`src/design/mlk_pkg.sv`:
```
// ----------------------------------------------------------------------------
// mlk_pkg: shared types and constants for the Morse letter keyer
// Payload structs, keyer phase and event codes, letter pattern table.
// ----------------------------------------------------------------------------
package mlk_pkg;

  localparam int TimerBitsDefault = 12;
  localparam int DotMsBits        = 11;
  localparam logic [DotMsBits-1:0] DotMsReset = 11'd100;

  // keyer phases
  localparam logic [1:0] PH_IDLE  = 2'd0;
  localparam logic [1:0] PH_SOUND = 2'd1;
  localparam logic [1:0] PH_GAP   = 2'd2;

  // key events
  localparam logic [2:0] EV_NONE       = 3'd0;
  localparam logic [2:0] EV_DOT_START  = 3'd1;
  localparam logic [2:0] EV_DASH_START = 3'd2;
  localparam logic [2:0] EV_DOT_STOP   = 3'd3;
  localparam logic [2:0] EV_DASH_STOP  = 3'd4;

  localparam logic       OP_TICK = 1'b0;
  localparam logic       OP_SEND = 1'b1;

  localparam logic [7:0] CHAR_A = 8'h61;
  localparam logic [7:0] CHAR_Z = 8'h7A;

  typedef struct packed {
    logic       op;
    logic [7:0] letter;
  } in_t;

  typedef struct packed {
    logic       accepted;
    logic [2:0] key_event;
    logic       key_down;
    logic       busy_res;
  } out_t;

  typedef struct packed {
    logic       valid;
    logic [7:0] pattern;
    logic [2:0] first_idx;
  } lookup_t;

  // Sentinel-coded patterns, 'a' through 'z'; 1 = dash.
  function automatic logic [7:0] letter_code(input logic [4:0] idx);
    logic [7:0] c;
    case (idx)
      5'd0:  c = 8'd5;
      5'd1:  c = 8'd24;
      5'd2:  c = 8'd26;
      5'd3:  c = 8'd12;
      5'd4:  c = 8'd2;
      5'd5:  c = 8'd18;
      5'd6:  c = 8'd14;
      5'd7:  c = 8'd16;
      5'd8:  c = 8'd4;
      5'd9:  c = 8'd23;
      5'd10: c = 8'd13;
      5'd11: c = 8'd20;
      5'd12: c = 8'd7;
      5'd13: c = 8'd6;
      5'd14: c = 8'd15;
      5'd15: c = 8'd22;
      5'd16: c = 8'd29;
      5'd17: c = 8'd10;
      5'd18: c = 8'd8;
      5'd19: c = 8'd3;
      5'd20: c = 8'd9;
      5'd21: c = 8'd17;
      5'd22: c = 8'd11;
      5'd23: c = 8'd25;
      5'd24: c = 8'd27;
      5'd25: c = 8'd28;
      default: c = 8'd0;
    endcase
    return c;
  endfunction

endpackage

```
`src/design/mlk_lookup.sv`:
```
// ----------------------------------------------------------------------------
// mlk_lookup: letter to Morse pattern decode
// Range-checks the character, reads the pattern table and finds the sentinel.
// ----------------------------------------------------------------------------
module mlk_lookup (
  input  logic [7:0]       letter,
  output mlk_pkg::lookup_t lkp
);

  logic [4:0] diff;
  logic [7:0] pat;
  logic [2:0] top;

  always_comb begin
    diff = 5'(letter - mlk_pkg::CHAR_A);
    pat  = mlk_pkg::letter_code(diff);
    // highest set bit at or above bit 2 is the sentinel; default leaves one element
    top = 3'd1;
    for (int b = 2; b <= 7; b++) begin
      if (pat[b]) begin
        top = 3'(b);
      end
    end
    lkp.valid     = (letter >= mlk_pkg::CHAR_A) && (letter <= mlk_pkg::CHAR_Z);
    lkp.pattern   = pat;
    lkp.first_idx = top - 3'd1;
  end

endmodule

```
`src/design/morse_letter_keyer.sv`:
```
// ----------------------------------------------------------------------------
// morse_letter_keyer: one-letter Morse code keyer
// Sends a lower-case letter as dots and dashes timed by millisecond ticks.
// ----------------------------------------------------------------------------
//
//  channel | ports                          | carries
//  --------+--------------------------------+-------------------------------
//  input   | in_valid, in_ready, in_data    | op (tick/send), letter
//  result  | out_valid, out_ready, out_data | accepted, key_event, key_down,
//          |                                | busy_res
//  config  | cfg_we, cfg_wdata              | dot_ms
//
// One transaction per clock: each input transaction is worked out by short
// logic from the keyer state and loaded into the result register at the
// accepting edge, so its result is offered from the next cycle on.
// in_ready is high whenever the result register is empty or being drained, so
// a stall on the result side holds the input side only while a result waits.
// Reset (synchronous, rst_n low) idles the keyer and sets dot_ms to 100.
// ----------------------------------------------------------------------------
module morse_letter_keyer #(
  parameter int TIMER_BITS = mlk_pkg::TimerBitsDefault
) (
  input  logic                           clk,
  input  logic                           rst_n,
  input  logic                           in_valid,
  output logic                           in_ready,
  input  mlk_pkg::in_t                   in_data,
  output logic                           out_valid,
  input  logic                           out_ready,
  output mlk_pkg::out_t                  out_data,
  input  logic                           cfg_we,
  input  logic [mlk_pkg::DotMsBits-1:0]  cfg_wdata
);

  // compare width covers both the timer and 3 * dot_ms (13 bits)
  localparam int CW = (TIMER_BITS > 13) ? TIMER_BITS : 13;
  localparam logic [CW-1:0]         TMAX_CW = CW'({TIMER_BITS{1'b1}});
  localparam logic [CW-1:0]         LIM     = TMAX_CW - CW'(1);
  localparam logic [TIMER_BITS-1:0] TMAX    = {TIMER_BITS{1'b1}};

  // keyer state
  logic [mlk_pkg::DotMsBits-1:0] dot_ms_r;
  logic [1:0]                    phase_r, phase_nxt;
  logic [7:0]                    pattern_r, pattern_nxt;
  logic [2:0]                    idx_r, idx_nxt;
  logic [TIMER_BITS-1:0]         elapsed_r, elapsed_nxt;

  // result register
  logic          out_valid_r;
  mlk_pkg::out_t out_data_r, out_data_nxt;

  mlk_pkg::lookup_t lkp;

  logic                  in_fire;
  logic [TIMER_BITS-1:0] elapsed_inc;
  logic [CW-1:0]         dot_ext, dash_raw, dot_len, dash_len, cur_len, inc_ext;
  logic                  cur_dash;
  logic [2:0]            idx_dec;
  logic [2:0]            ev;

  mlk_lookup u_lookup (
    .letter (in_data.letter),
    .lkp    (lkp)
  );

  assign in_ready  = !out_valid_r || out_ready;
  assign in_fire   = in_valid && in_ready;
  assign out_valid = out_valid_r;
  assign out_data  = out_data_r;

  always_comb begin
    phase_nxt   = phase_r;
    pattern_nxt = pattern_r;
    idx_nxt     = idx_r;
    elapsed_nxt = elapsed_r;
    ev          = mlk_pkg::EV_NONE;

    // element lengths, clamped so the saturating timer still gets past them
    dot_ext  = CW'(dot_ms_r);
    dash_raw = CW'({dot_ms_r, 1'b0}) + dot_ext;
    dot_len  = (dot_ext > LIM) ? LIM : dot_ext;
    dash_len = (dash_raw > LIM) ? LIM : dash_raw;

    elapsed_inc = (elapsed_r < TMAX) ? elapsed_r + TIMER_BITS'(1) : elapsed_r;
    inc_ext     = CW'(elapsed_inc);
    cur_dash    = pattern_r[idx_r];
    cur_len     = cur_dash ? dash_len : dot_len;
    idx_dec     = idx_r - 3'd1;

    if (in_data.op == mlk_pkg::OP_SEND) begin
      // a send always drops whatever was in flight, with no stop event
      phase_nxt   = mlk_pkg::PH_IDLE;
      elapsed_nxt = '0;
      if (lkp.valid) begin
        pattern_nxt = lkp.pattern;
        idx_nxt     = lkp.first_idx;
        phase_nxt   = mlk_pkg::PH_SOUND;
        ev = lkp.pattern[lkp.first_idx] ? mlk_pkg::EV_DASH_START : mlk_pkg::EV_DOT_START;
      end
    end else begin
      case (phase_r)
        mlk_pkg::PH_SOUND: begin
          elapsed_nxt = elapsed_inc;
          if (inc_ext > cur_len) begin
            ev          = cur_dash ? mlk_pkg::EV_DASH_STOP : mlk_pkg::EV_DOT_STOP;
            elapsed_nxt = '0;
            phase_nxt   = (idx_r == 3'd0) ? mlk_pkg::PH_IDLE : mlk_pkg::PH_GAP;
          end
        end
        mlk_pkg::PH_GAP: begin
          elapsed_nxt = elapsed_inc;
          if (inc_ext > dot_len) begin
            // gap over: next element starts on this same tick
            idx_nxt     = idx_dec;
            elapsed_nxt = '0;
            phase_nxt   = mlk_pkg::PH_SOUND;
            ev = pattern_r[idx_dec] ? mlk_pkg::EV_DASH_START : mlk_pkg::EV_DOT_START;
          end
        end
        default: begin
          phase_nxt   = mlk_pkg::PH_IDLE;
          elapsed_nxt = '0;
        end
      endcase
    end

    out_data_nxt.accepted  = (in_data.op == mlk_pkg::OP_SEND) && lkp.valid;
    out_data_nxt.key_event = ev;
    out_data_nxt.key_down  = (phase_nxt == mlk_pkg::PH_SOUND);
    out_data_nxt.busy_res  = (phase_nxt != mlk_pkg::PH_IDLE);
  end

  always_ff @(posedge clk) begin
    if (!rst_n) begin
      dot_ms_r    <= mlk_pkg::DotMsReset;
      phase_r     <= mlk_pkg::PH_IDLE;
      pattern_r   <= '0;
      idx_r       <= '0;
      elapsed_r   <= '0;
      out_valid_r <= 1'b0;
    end else begin
      if (cfg_we) begin
        dot_ms_r <= cfg_wdata;
      end
      if (in_fire) begin
        phase_r     <= phase_nxt;
        pattern_r   <= pattern_nxt;
        idx_r       <= idx_nxt;
        elapsed_r   <= elapsed_nxt;
        out_valid_r <= 1'b1;
      end else if (out_ready) begin
        out_valid_r <= 1'b0;
      end
    end
  end

  // payload only, no reset
  always_ff @(posedge clk) begin
    if (in_fire) begin
      out_data_r <= out_data_nxt;
    end
  end

endmodule
```
`config.mk`:
```
export PLATFORM = sky130hd
export DESIGN_NAME = morse_letter_keyer
export DESIGN_NICKNAME = d
export VERILOG_FILES = /design/src/design/mlk_pkg.sv /design/src/design/mlk_lookup.sv /design/src/design/morse_letter_keyer.sv
export SDC_FILE = /design/constraint.sdc
export NUM_CORES = 1
export LEC_CHECK = 0
export BUFFER_PORTS_ARGS = -buffer_cell sky130_fd_sc_hd__buf_2
export CORE_MARGIN = 8
export CORE_UTILIZATION = 40
export DETAILED_ROUTE_END_ITERATION = 10
export MAX_ROUTING_LAYER = met4
export PLACE_DENSITY = 0.66
export SLEW_MARGIN = 20
export SYNTH_ARGS = -nofsm -noshare
export SYNTH_HDL_FRONTEND = slang
export SYNTH_HIERARCHICAL = 1
export SYNTH_SLANG_ARGS = --single-unit
```
`constraint.sdc`:
```
create_clock -name clk -period 5.7 [get_ports clk]
set_clock_uncertainty 0.1 [all_clocks]
set_input_delay 0.855 -clock clk [delete_from_list [all_inputs] [get_ports clk]]
set_output_delay 0.855 -clock clk [all_outputs]
set_load 0.01 [all_outputs]
```
==> results of run 1 <==
## where the power goes
part | leakage, nW | internal (mW) | switching, mW | total [mW]
clock network | 0.0530 | 0.115 | 0.121 | 0.236
logic | 1.49 | 0.0885 | 0.124 | 0.212
registers | 0.361 | 0.316 | 0.00886 | 0.324
total | 1.90 | 0.519 | 0.254 | 0.772
## final timing paths
path	start	endpoint	cells past startpoint
min reg2reg	elapsed_r[10]$_SDFFE_PN0P_	elapsed_r[10]$_SDFFE_PN0P_	2
max	dot_ms_r[1]$_SDFFE_PN0P_	out_data[1]$_DFFE_PP_	17
max reg2reg	dot_ms_r[1]$_SDFFE_PN0P_	out_data[1]$_DFFE_PP_	17
min	elapsed_r[10]$_SDFFE_PN0P_	elapsed_r[10]$_SDFFE_PN0P_	2
## cells by family (layout without fill, tap and decap cells)
kind of cell	count (synthesis)	count (layout)	share of synthesized area, %
compound gates	141	141	22.3
xor+xnor	20	20	4.94
fa+ha+maj	49	49	14.7
buf+inv	63	75	6.48
flops	43	43	21.8
mux	25	25	7.90
other cells	1	3	0.0886
simple gates	182	182	21.9
## routing by layer
metal | global-route usage, % | vias to the layer above | routed length [um]
met3 | 1.46 | 7 | 274
met2 | 23.3 | 63 | 4720
met4 | 3.79 | 0 | 95
li1 | - | 1923 | -
met5 | - | - | 0
met1 | 19.2 | 1777 | 5010
## critical path, stage by stage, from the launching register on
cell and delay (ns):
dfxtp_1 0.44, ha_1 0.20, inv_1 0.05, fa_1 0.40
xor2_1 0.17, or4_1 0.40, or3_1 0.38, nor4_1 0.29
a41o_1 0.20, a21oi_1 0.08, ha_1 0.30, nand2_1 0.04
or4_1 0.45, o22a_1 0.22, o21ai_1 0.15, a21o_2 0.31
a2bb2oi_1 0.15, a21boi_1 0.15
## cells in the final DEF (no fill, tap or decap), types with 13 or more instances in the layout
master / netlist / final
o21ai_0: 13 / 13
xnor2_1: 13 / 13
nand3_1: 25 / 25
buf_2: 7 / 32
inv_1: 32 / 32
mux2i_1: 15 / 15
ha_1: 48 / 48
a21oi_1: 43 / 43
dfxtp_1: 37 / 37
o21ai_1: 13 / 13
nor2_1: 29 / 29
nand2_1: 73 / 73
## through the flow
stage	cells	area (um^2)	hold slack (ns)	power [mW]
global placement	666	4430	0.356	0.536
floorplan	526	4240	0.343	0.496
global route	674	4540	0.396	0.815
detailed placement	666	4430	0.363	0.541
CTS	674	4540	0.377	0.776
finish	674	4540	0.375	0.772
## flip-flops by register name (all words and copies together) (netlist names)
register and count:
phase_r 2, idx_r 3, elapsed_r 12, out_data 6, dot_ms_r 11, pattern_r 8, out_valid 1
## cells in the mapped netlist, types with 9 or more instances
library cell | n | area share [%]
nand2_1 | 73 | 6.5
ha_1 | 48 | 14
a21oi_1 | 43 | 5.1
dfxtp_1 | 37 | 18
inv_1 | 32 | 2.8
nor2_1 | 29 | 2.6
nand3_1 | 25 | 3.0
mux2i_1 | 15 | 3.5
clkbuf_1 | 14 | 1.2
o21ai_0 | 13 | 1.5
o21ai_1 | 13 | 1.5
xnor2_1 | 13 | 2.7
o211ai_1 | 9 | 1.6
## cell type report
class | count | area [um^2] | share of cell area [%]
multi-input combinational | 420 | 3040 | 67.0
sequential | 43 | 921 | 20.3
tap | 136 | 170 | 3.75
timing repair buffer | 33 | 168 | 3.69
inverter | 34 | 130 | 2.87
clock buffer | 6 | 93.8 | 2.07
clock inverter | 2 | 16.3 | 0.358
==> metrics.md, run 1 <==
| Metric | Value |
|---|---|
| Status | `finished, final reports clean` |
| Vias in the first global route | `3601` |
| Mapped Cells | `524` |
| Die Ht | `119 um` |
| Final nets | `611` |
| Ys Warns | `6` |
| Synth unique cells | `80` |
| Gr ovfl total | `0` |
| Max Transition Viols Final | `0` |
| Cts bufs inserted | `5` |
| WL final | `10100 um` |
| Seq cells post-synth | `43` |
| Startpoint Class | `flip-flop` |
| Die ar. | `14100 um^2` |
| Total GRT Usage | `14.6%` |
| Setup violators final | `0` |
| Critical path class | `reg2reg` |
| Setup crit end kind | `flip-flop` |
| Final WS setup | `0.989 ns` |
| Width of the die | `119 um` |
| Clock Tree Buf Depth | `2` |
| Number of enable flip-flop cells after synthesis | `6` |
| Worst VDD drop | `92.3 uV` |
| Post-layout min period | `4.71 ns` |
| Core area | `10300 um^2` |
| CTS H-Tree Depth | `2` |
| Max-cap viol count | `0` |
| Pin count of the biggest net entering global routing | `24` |
| Pwr Density | `170 nW/um^2` |
| Initial antenna violation count | `0` |
| Fillers | `1007` |
| Fmax | `0.212 GHz` |
| CTS clk-pin slew, worst paths | `0.09 ns` |
| Slew of the pin with the lowest slew margin | `0.775 ns` |
| Post-cts hold buffer count | `0` |
| Initial Util | `41.2%` |
| Avg Inst Size Synth | `8.07 um^2` |
| RSZ-0062 raised after global routing | `false` |
| Detailed Route Iter0 Violations | `292` |
| CP required | `5.66 ns` |
| Synth-to-Final Area Change | `7.36%` |
| Fin crit share | `82.7%` |
| Post-synth ARST share | `0%` |
| Antenna Nets Post-Route | `0` |
| Vias/cell | `5.59` |
| Leak pwr | `1.90 nW` |
| Worst-Skew Late Latency | `0.31 ns` |
| Diode count | `0` |
| Share of cells above drive strength 1 | `13.2%` |
| GPL Wtd Cong | `0.898` |
| IO buf count | `32` |
| Via count | `3770` |
| Setup TNS | `0 ns` |
| CTS Root Cell | `clkbuf_8` |
| Rows | `37` |
| Resized Gates After CTS | `0` |
| Final HPWL DP | `7950 um` |
| I/O Pins | `33` |
| CTS tree | `built` |
| CP arrival | `4.67 ns` |
| Worst slew margin | `48.2%` |
| Post-layout util | `44.2%` |
| Drt pass-1 iters | `5` |
| Global-route wire length before repair | `17200 um` |
| Pre-CTS WS | `0.995 ns` |
| Post-Syn Area | `4230 um^2` |
| R2r setup slk | `0.99 ns` |
| Wire per inst | `15.0 um` |
| Final Hold Fails | `0` |
| Top_reg_cell synth | `dfxtp_1` |
| Seq/Total Area, Yosys | `21.8%` |
| Drt drc | `0` |
| Setup Buffers After CTS | `0` |
| Crit path max fanout | `15` |
| Hold crit path type | `reg2reg` |
| Sink Count | `43` |
(Power assumes the default switching activity.)
==> run 2: changes to the inputs <==
clock period = 4.88 ns   (was 5.7 ns; I/O delays follow)
==> run 2 against run 1 <==
Clock-buffer cell count stayed put. Highest routed layer unchanged. Global-route usage is 0.21 points lower. Sequential power is 17% higher. Critical path depth is 1 higher. Wire length is 1.0% higher. Sequential share of layout area hardly changed. Combinational power is 18% higher.
==> metrics.md, run 2 (same netlist as run 1, synthesis figures left out) <==
| Metric | Value |
|---|---|
| RSZ-0062 raised after global routing | `false` |
| Drt pass-1 iters | `5 (unchanged)` |
| Status | `finished, final reports clean` |
| Worst r2r path cells | `18 (+1)` |
| Internal Pwr Total | `608 uW (+17%)` |
| Startpoint Class | `flip-flop` |
| Initial antenna violation count | `0 (unchanged)` |
| Drt drc | `0 (unchanged)` |
| Sw Ratio | `33.4% (+0.58 points)` |
| IO buf count | `32 (unchanged)` |
| Post-layout min period | `4.55 ns (-0.165 ns)` |
| Logic gate share of total power | `27.5% (about the same)` |
| Final nets | `612 (+0.16%)` |
| Biggest regs | `elapsed_r x12, dot_ms_r x11, pattern_r x8` |
| Critical path class | `reg2reg` |
| Setup TNS | `0 ns (unchanged)` |
| Most common cell after layout, fill and taps aside | `nand2_1` |
| Setup crit end kind | `flip-flop` |
| Critical R2R Launch | `dot_ms_r[1]$_SDFFE_PN0P_` |
| Vias in the first global route | `3596 (-0.14%)` |
| Global-route wire length before repair | `17000 um (-1.2%)` |
| Fmax | `0.220 GHz (+3.6%)` |
| Vias/cell | `5.67 (+1.3%)` |
| Multi-input gate area | `3040 um^2 (unchanged)` |
| Die ar. | `14100 um^2 (unchanged)` |
| Leak pwr | `1.91 nW (+0.11%)` |
| Worst VDD drop | `97.2 uV (+5.3%)` |
| Hold crit path type | `reg2reg` |
| Fin crit share | `93.2% (+11 points)` |
| CP required | `4.99 ns (-0.67 ns)` |
| Antenna Nets Post-Route | `0 (unchanged)` |
| Initial Util | `41.2% (unchanged)` |
| Via count | `3825 (+1.5%)` |
| Max Transition Viols Final | `0 (unchanged)` |
| Final Hold Fails | `0 (unchanged)` |
| Fillers | `1016 (+0.89%)` |
| Cts bufs inserted | `5 (unchanged)` |
| Sequential share of power | `41.5% (-0.5 points)` |
| Core area | `10300 um^2 (unchanged)` |
| Crit path max fanout | `14 (-1)` |
| Gr ovfl total | `0 (unchanged)` |
| Critical Path Sink | `elapsed_r[2]$_SDFFE_PN0P_` |
| Worst slew margin | `30.5% (-18 points)` |
| CTS clk-pin slew, worst paths | `0.10 ns (about the same)` |
| Clock Tree Buf Depth | `2 (unchanged)` |
| CTS H-Tree Depth | `2 (unchanged)` |
| Max reg flops | `12 (unchanged)` |
| CP arrival | `4.66 ns (about the same)` |
| Diode count | `0 (unchanged)` |
| Pwr Density | `201 nW/um^2 (+18%)` |
| CTS tree | `built` |
| Min Hold Slack | `0.381 ns (+0.00659 ns)` |
| Synth-to-Final Area Change | `7.57%` |
| GPL Wtd Cong | `0.898 (about the same)` |
| Final HPWL DP | `7910 um (-0.53%)` |
| Worst reg2reg path endpoint | `elapsed_r[2]$_SDFFE_PN0P_` |
| Reg with most FFs | `elapsed_r` |
| Wire per inst | `15.1 um (+0.85%)` |
| R2r setup slk | `0.33 ns (-0.65 ns)` |
| Setup violators final | `0 (unchanged)` |
| Sink Count | `43 (unchanged)` |
| Pwr Total | `913 uW (+18%)` |
| Max-cap viol count | `0 (unchanged)` |
| Pin count of the biggest net entering global routing | `34 (+42%)` |
| Net Sw Power | `305 uW (+20%)` |
| Slew of the pin with the lowest slew margin | `1.04 ns (+0.261 ns)` |
| Most frequent cells in the layout | `nand2_1 (73), ha_1 (48), a21oi_1 (43)` |
| Portion of total power attributed to the clock network | `31.0% (+0.5 points)` |
| Share of cells above drive strength 1 | `13.5% (+0.35 points)` |
| Detailed Route Iter0 Violations | `211 (-28%)` |
| Worst-Skew Late Latency | `0.32 ns (about the same)` |
| Post-cts hold buffer count | `0 (unchanged)` |
| WL final | `10200 um (+1.0%)` |
| I/O Pins | `33 (unchanged)` |
| CP startpoint | `dot_ms_r[1]$_SDFFE_PN0P_` |
| Die Ht | `119 um (unchanged)` |
| Total GRT Usage | `14.3% (-0.21 points)` |
| Width of the die | `119 um (unchanged)` |
| Storage cell area | `922 um^2 (+0.14%)` |
| Rows | `37 (unchanged)` |
| CTS Root Cell | `clkbuf_8` |
run 2: cell count changes in the layout (fill, tap and decap cells not counted):
cell      previous run  this run
buf_4                1         2
clkinv_1             0         1
dfxtp_1             37        36
dfxtp_2              0         1
inv_1               32        31
run 2: layer usage:
metal	global-route usage (%)	vias up	part of all wire, %
met5	-	-	0
met4	4.58	0	1.6
met3	1.37	10	3.2
met2	23.2	68	47
met1	18.5	1819	48
li1	-	1928	-
run 2: how the worst min path moves through the flow:
stage / slack (ns) / cells past startpoint / from / to
floorplan: 0.34 / 2 / pattern_r[6]$_SDFFE_PN0P_ / pattern_r[6]$_SDFFE_PN0P_
global placement: 0.36 / 2 / pattern_r[6]$_SDFFE_PN0P_ / pattern_r[6]$_SDFFE_PN0P_
detailed placement: 0.37 / 2 / elapsed_r[10]$_SDFFE_PN0P_ / elapsed_r[10]$_SDFFE_PN0P_
CTS: 0.38 / 2 / elapsed_r[10]$_SDFFE_PN0P_ / elapsed_r[10]$_SDFFE_PN0P_
global route: 0.41 / 2 / elapsed_r[10]$_SDFFE_PN0P_ / elapsed_r[10]$_SDFFE_PN0P_
finish: 0.38 / 2 / elapsed_r[10]$_SDFFE_PN0P_ / elapsed_r[10]$_SDFFE_PN0P_
run 2: power groups by stage:
stage	Clock, mW	Combinational, mW	Sequential (mW)
2_1_floorplan	0	0.194	0.386
3_3_place_gp	0	0.242	0.386
3_5_place_dp	0	0.249	0.387
4_1_cts	0.289	0.250	0.379
5_1_grt	0.299	0.278	0.381
6_report	0.283	0.251	0.379
run 2: stage by stage:
stage	util [%]	std cells	setup slack (ns)	area, um^2
4_1_cts	44.3	675	0.286	4550
3_5_place_dp	43.2	667	0.328	4440
5_1_grt	44.3	675	0.0827	4550
6_report	44.3	675	0.334	4550
2_1_floorplan	-	526	0.731	4240
3_3_place_gp	43.2	667	0.512	4440
run 2: area by class of cell:
cell class / instances / area share (%)
sequential: 43 / 20.3
inverter: 34 / 2.86
clock buffer: 6 / 2.06
tap: 136 / 3.74
timing repair buffer: 34 / 3.85
clock inverter: 2 / 0.357
multi-input combinational: 420 / 66.9
run 2: what timing repair did:
item,in CTS,in global routing
endpoints found under the setup margin,0,1
gates resized for setup,0,1
setup buffers,0,0
run 2: critical path: stages, from the launching register on:
cell and delay [ns]:
dfxtp_2 0.40, ha_1 0.18, inv_1 0.05, fa_1 0.40, xor2_1 0.17, or4_1 0.39
or3_1 0.39, nor4_1 0.34, a41o_1 0.22, a21oi_1 0.07, ha_1 0.29, nand2_1 0.04
or4_1 0.44, o22a_1 0.22, o21ai_1 0.14, a21o_2 0.14, buf_4 0.19, o221ai_1 0.14
a21oi_1 0.15
==> run 3: changes to the inputs <==
BUFFER_PORTS_ARGS = not set   (was -buffer_cell sky130_fd_sc_hd__buf_2)
CORE_MARGIN = not set   (was 8)
DONT_BUFFER_PORTS = 1   (was not set)
PLACE_DENSITY = 0.65   (was 0.66)
clock period = 3.95 ns   (was 4.88 ns; I/O delays follow)
==> run 3 against run 2 <==
The flow now finishes with violations (design-rule violations, negative setup slack). Sequential power up 24%. Final cell count rose by 1.3%. Clock-buffer cell count unchanged. Hold slack worse by 0.11 ns. Register-to-register slack worse by 0.46 ns. Clock power grew 19%.
==> metrics.md, run 3 (same netlist as run 1, synthesis figures left out) <==
| Metric | Value |
|---|---|
| Status | `complete, but fails checks` |
| Failing checks | `design-rule violations, negative setup slack` |
| CP startpoint | `dot_ms_r[1]$_SDFFE_PN0P_` |
| Diode count | `0 (unchanged)` |
| Drt drc | `2 (+2)` |
| Gr ovfl total | `0 (unchanged)` |
| Placed cells | `669 (+0.30%)` |
| Setup crit end kind | `flip-flop` |
| Setup TNS | `-0.990 ns (-0.990 ns)` |
| Layout Cells excl Fill | `684 (+1.3%)` |
| Min-delay src | `rst_n` |
| I/O Pins | `33 (unchanged)` |
| Fmax | `0.246 GHz (+12%)` |
| Most common cell after layout, fill and taps aside | `nand2_1` |
| IO buf count | `0 (-100%)` |
| Max-cap viol count | `0 (unchanged)` |
| Critical Path Most Common Cell | `or4_4` |
| Final Hold Fails | `0 (unchanged)` |
| Worst VDD drop | `165 uV (+70%)` |
| Post-layout min period | `4.07 ns (-0.475 ns)` |
| Max Transition Viols Final | `0 (unchanged)` |
| Final HPWL DP | `7780 um (-1.5%)` |
| CTS Root Cell | `clkbuf_8` |
| Initial Util | `41.2% (unchanged)` |
| Detailed Route Iter0 Violations | `193 (-8.5%)` |
| Final nets | `621 (+1.5%)` |
| Max reg flops | `12 (unchanged)` |
| CP required | `3.90 ns (-1.09 ns)` |
| Width of the die | `105 um (-12%)` |
| Clock Tree Buf Depth | `2 (unchanged)` |
| Vias in the first global route | `3690 (+2.6%)` |
| Worst slew margin | `31.0% (+0.48 points)` |
| Pwr Density | `231 nW/um^2 (+15%)` |
| Biggest regs | `elapsed_r x12, dot_ms_r x11, pattern_r x8` |
| Critical R2R Launch | `dot_ms_r[1]$_SDFFE_PN0P_` |
| Cell Area, Placed | `4580 um^2 (+3.2%)` |
| Buf/Inv on CP | `1 (-1)` |
| Startpoint Class | `flip-flop` |
| Crit path max-delay family | `simple AND/OR/NAND/NOR gates` |
| Vias/cell | `5.58 (-1.4%)` |
| Die Ht | `105 um (-12%)` |
| Pre-CTS WS | `-0.298 ns (-0.626 ns)` |
| Synth-to-Final Area Change | `16.3%` |
| Cells along the critical path | `ha_4 -> inv_2 -> fa_2 -> or4_4 -> or3_4 -> nor4_4 -> a41o_1 -> a21oi_2 -> ha_1 -> nand2_1 -> or4_4 -> o22a_1 -> o21ai_2 -> a21o_4 -> a2bb2oi_2 -> a21boi_1` |
| WL final | `10300 um (+0.88%)` |
| RSZ-0062 raised after global routing | `true` |
| Fillers | `986 (-3.0%)` |
| CTS tree | `built` |
| Global-route wire length before repair | `17300 um (+1.5%)` |
| Cts bufs inserted | `5 (unchanged)` |
| Wire per inst | `15.1 um (-0.45%)` |
| Final WS setup | `-0.121 ns (-0.455 ns)` |
| Sink Count | `43 (unchanged)` |
| CTS H-Tree Depth | `2 (unchanged)` |
| Worst-Skew Late Latency | `0.31 ns (about the same)` |
| Most frequent cells in the layout | `nand2_1 (73), ha_1 (46), a21oi_1 (39)` |
| Antenna Nets Post-Route | `0 (unchanged)` |
| Leak pwr | `2.01 nW (+5.6%)` |
| Reg with most FFs | `elapsed_r` |
| Rows | `37 (unchanged)` |
| Max incr delay on CP | `0.48 ns (+0.04 ns)` |
| Slew of the pin with the lowest slew margin | `1.03 ns (-0.00709 ns)` |
| Setup violators final | `14 (+14)` |
| CP arrival | `4.02 ns (-0.64 ns)` |
| Pwr Total | `1.14 mW (+25%)` |
| Fin area | `4920 um^2 (+8.1%)` |
| Drt pass-1 iters | `7 (+2)` |
| CTS clk-pin slew, worst paths | `0.09 ns (about the same)` |
| Initial antenna violation count | `0 (unchanged)` |
| Die ar. | `11000 um^2 (-22%)` |
| Total GRT Usage | `19.5% (+5.2 points)` |
| Crit path max fanout | `4 (-10)` |
| Fin crit share | `103% (+9.9 points)` |
| Hold crit path type | `in2reg` |
| Core area | `10300 um^2 (unchanged)` |
| Pin count of the biggest net entering global routing | `34 (unchanged)` |
| Critical path class | `reg2reg` |
| Via count | `3820 (-0.13%)` |
| Share of cells above drive strength 1 | `20.6% (+7.1 points)` |
| Slowest CP cell | `or4_4` |
| Post-cts hold buffer count | `0 (unchanged)` |
| GPL Wtd Cong | `0.893 (-0.61%)` |
-- run 3: changes by cell type in the layout (fill, tap and decap cells not counted), sizes merged --
cell and delta:
inv -1, buf +9, clkinvlp -1, clkinv +2
-- run 3: final cells by class --
class	count	area [um^2]	area share [%]
Clock inverter	2	13.8	0.280
Tap cell	136	170	3.46
Sequential cell	43	927	18.8
Clock buffer	6	93.8	1.91
Inverter	34	130	2.64
Timing Repair Buffer	43	375	7.63
Multi-Input combinational cell	420	3210	65.2
-- run 3: worst reg2reg max path, stage by stage, from the launching register on --
cell,delay (ns)
dfxtp_4,0.37
ha_4,0.16
inv_2,0.05
fa_2,0.44
or4_4,0.48
or3_4,0.35
nor4_4,0.15
a41o_1,0.21
a21oi_2,0.05
ha_1,0.29
nand2_1,0.05
or4_4,0.42
o22a_1,0.23
o21ai_2,0.08
a21o_4,0.16
a2bb2oi_2,0.08
a21boi_1,0.14
-- run 3: per-stage QoR --
step	hold WS (ns)	utilization, %
after floorplan	0.343	-
after global placement	0.354	44.6
after detailed placement	0.361	44.6
after CTS	0.271	47.0
after global routing	0.281	47.9
final	0.273	47.9
-- run 3: final timing paths --
kind / to / slack (ns) / depth (start not counted)
setup / recovery: out_data[1]$_DFFE_PP_ / -0.12 / 16
hold / removal: dot_ms_r[5]$_SDFFE_PN1P_ / 0.27 / 1
setup reg to reg: out_data[1]$_DFFE_PP_ / -0.12 / 16
hold reg to reg: elapsed_r[10]$_SDFFE_PN0P_ / 0.37 / 2
-- run 3: report_power, final --
part | internal [mW] | switching, mW | total [mW]
Sequential | 0.456 | 0.0133 | 0.469
Combinational | 0.153 | 0.178 | 0.331
Clock | 0.163 | 0.174 | 0.337
-- run 3: layer usage --
metal,up-vias,part of all wire [%],global-route usage [%]
met5,-,0,-
met3,9,3.2,2.37
met4,0,1.2,6.14
li1,1949,-,-
met1,1803,48,25.4
met2,59,48,31.6
-- run 3: repair_timing --
action	4_1_cts	5_1_grt
pin swaps	21	10
resized for setup	17	17
setup endpoints to repair	19	19
setup buffers	5	1
cloned	1	0
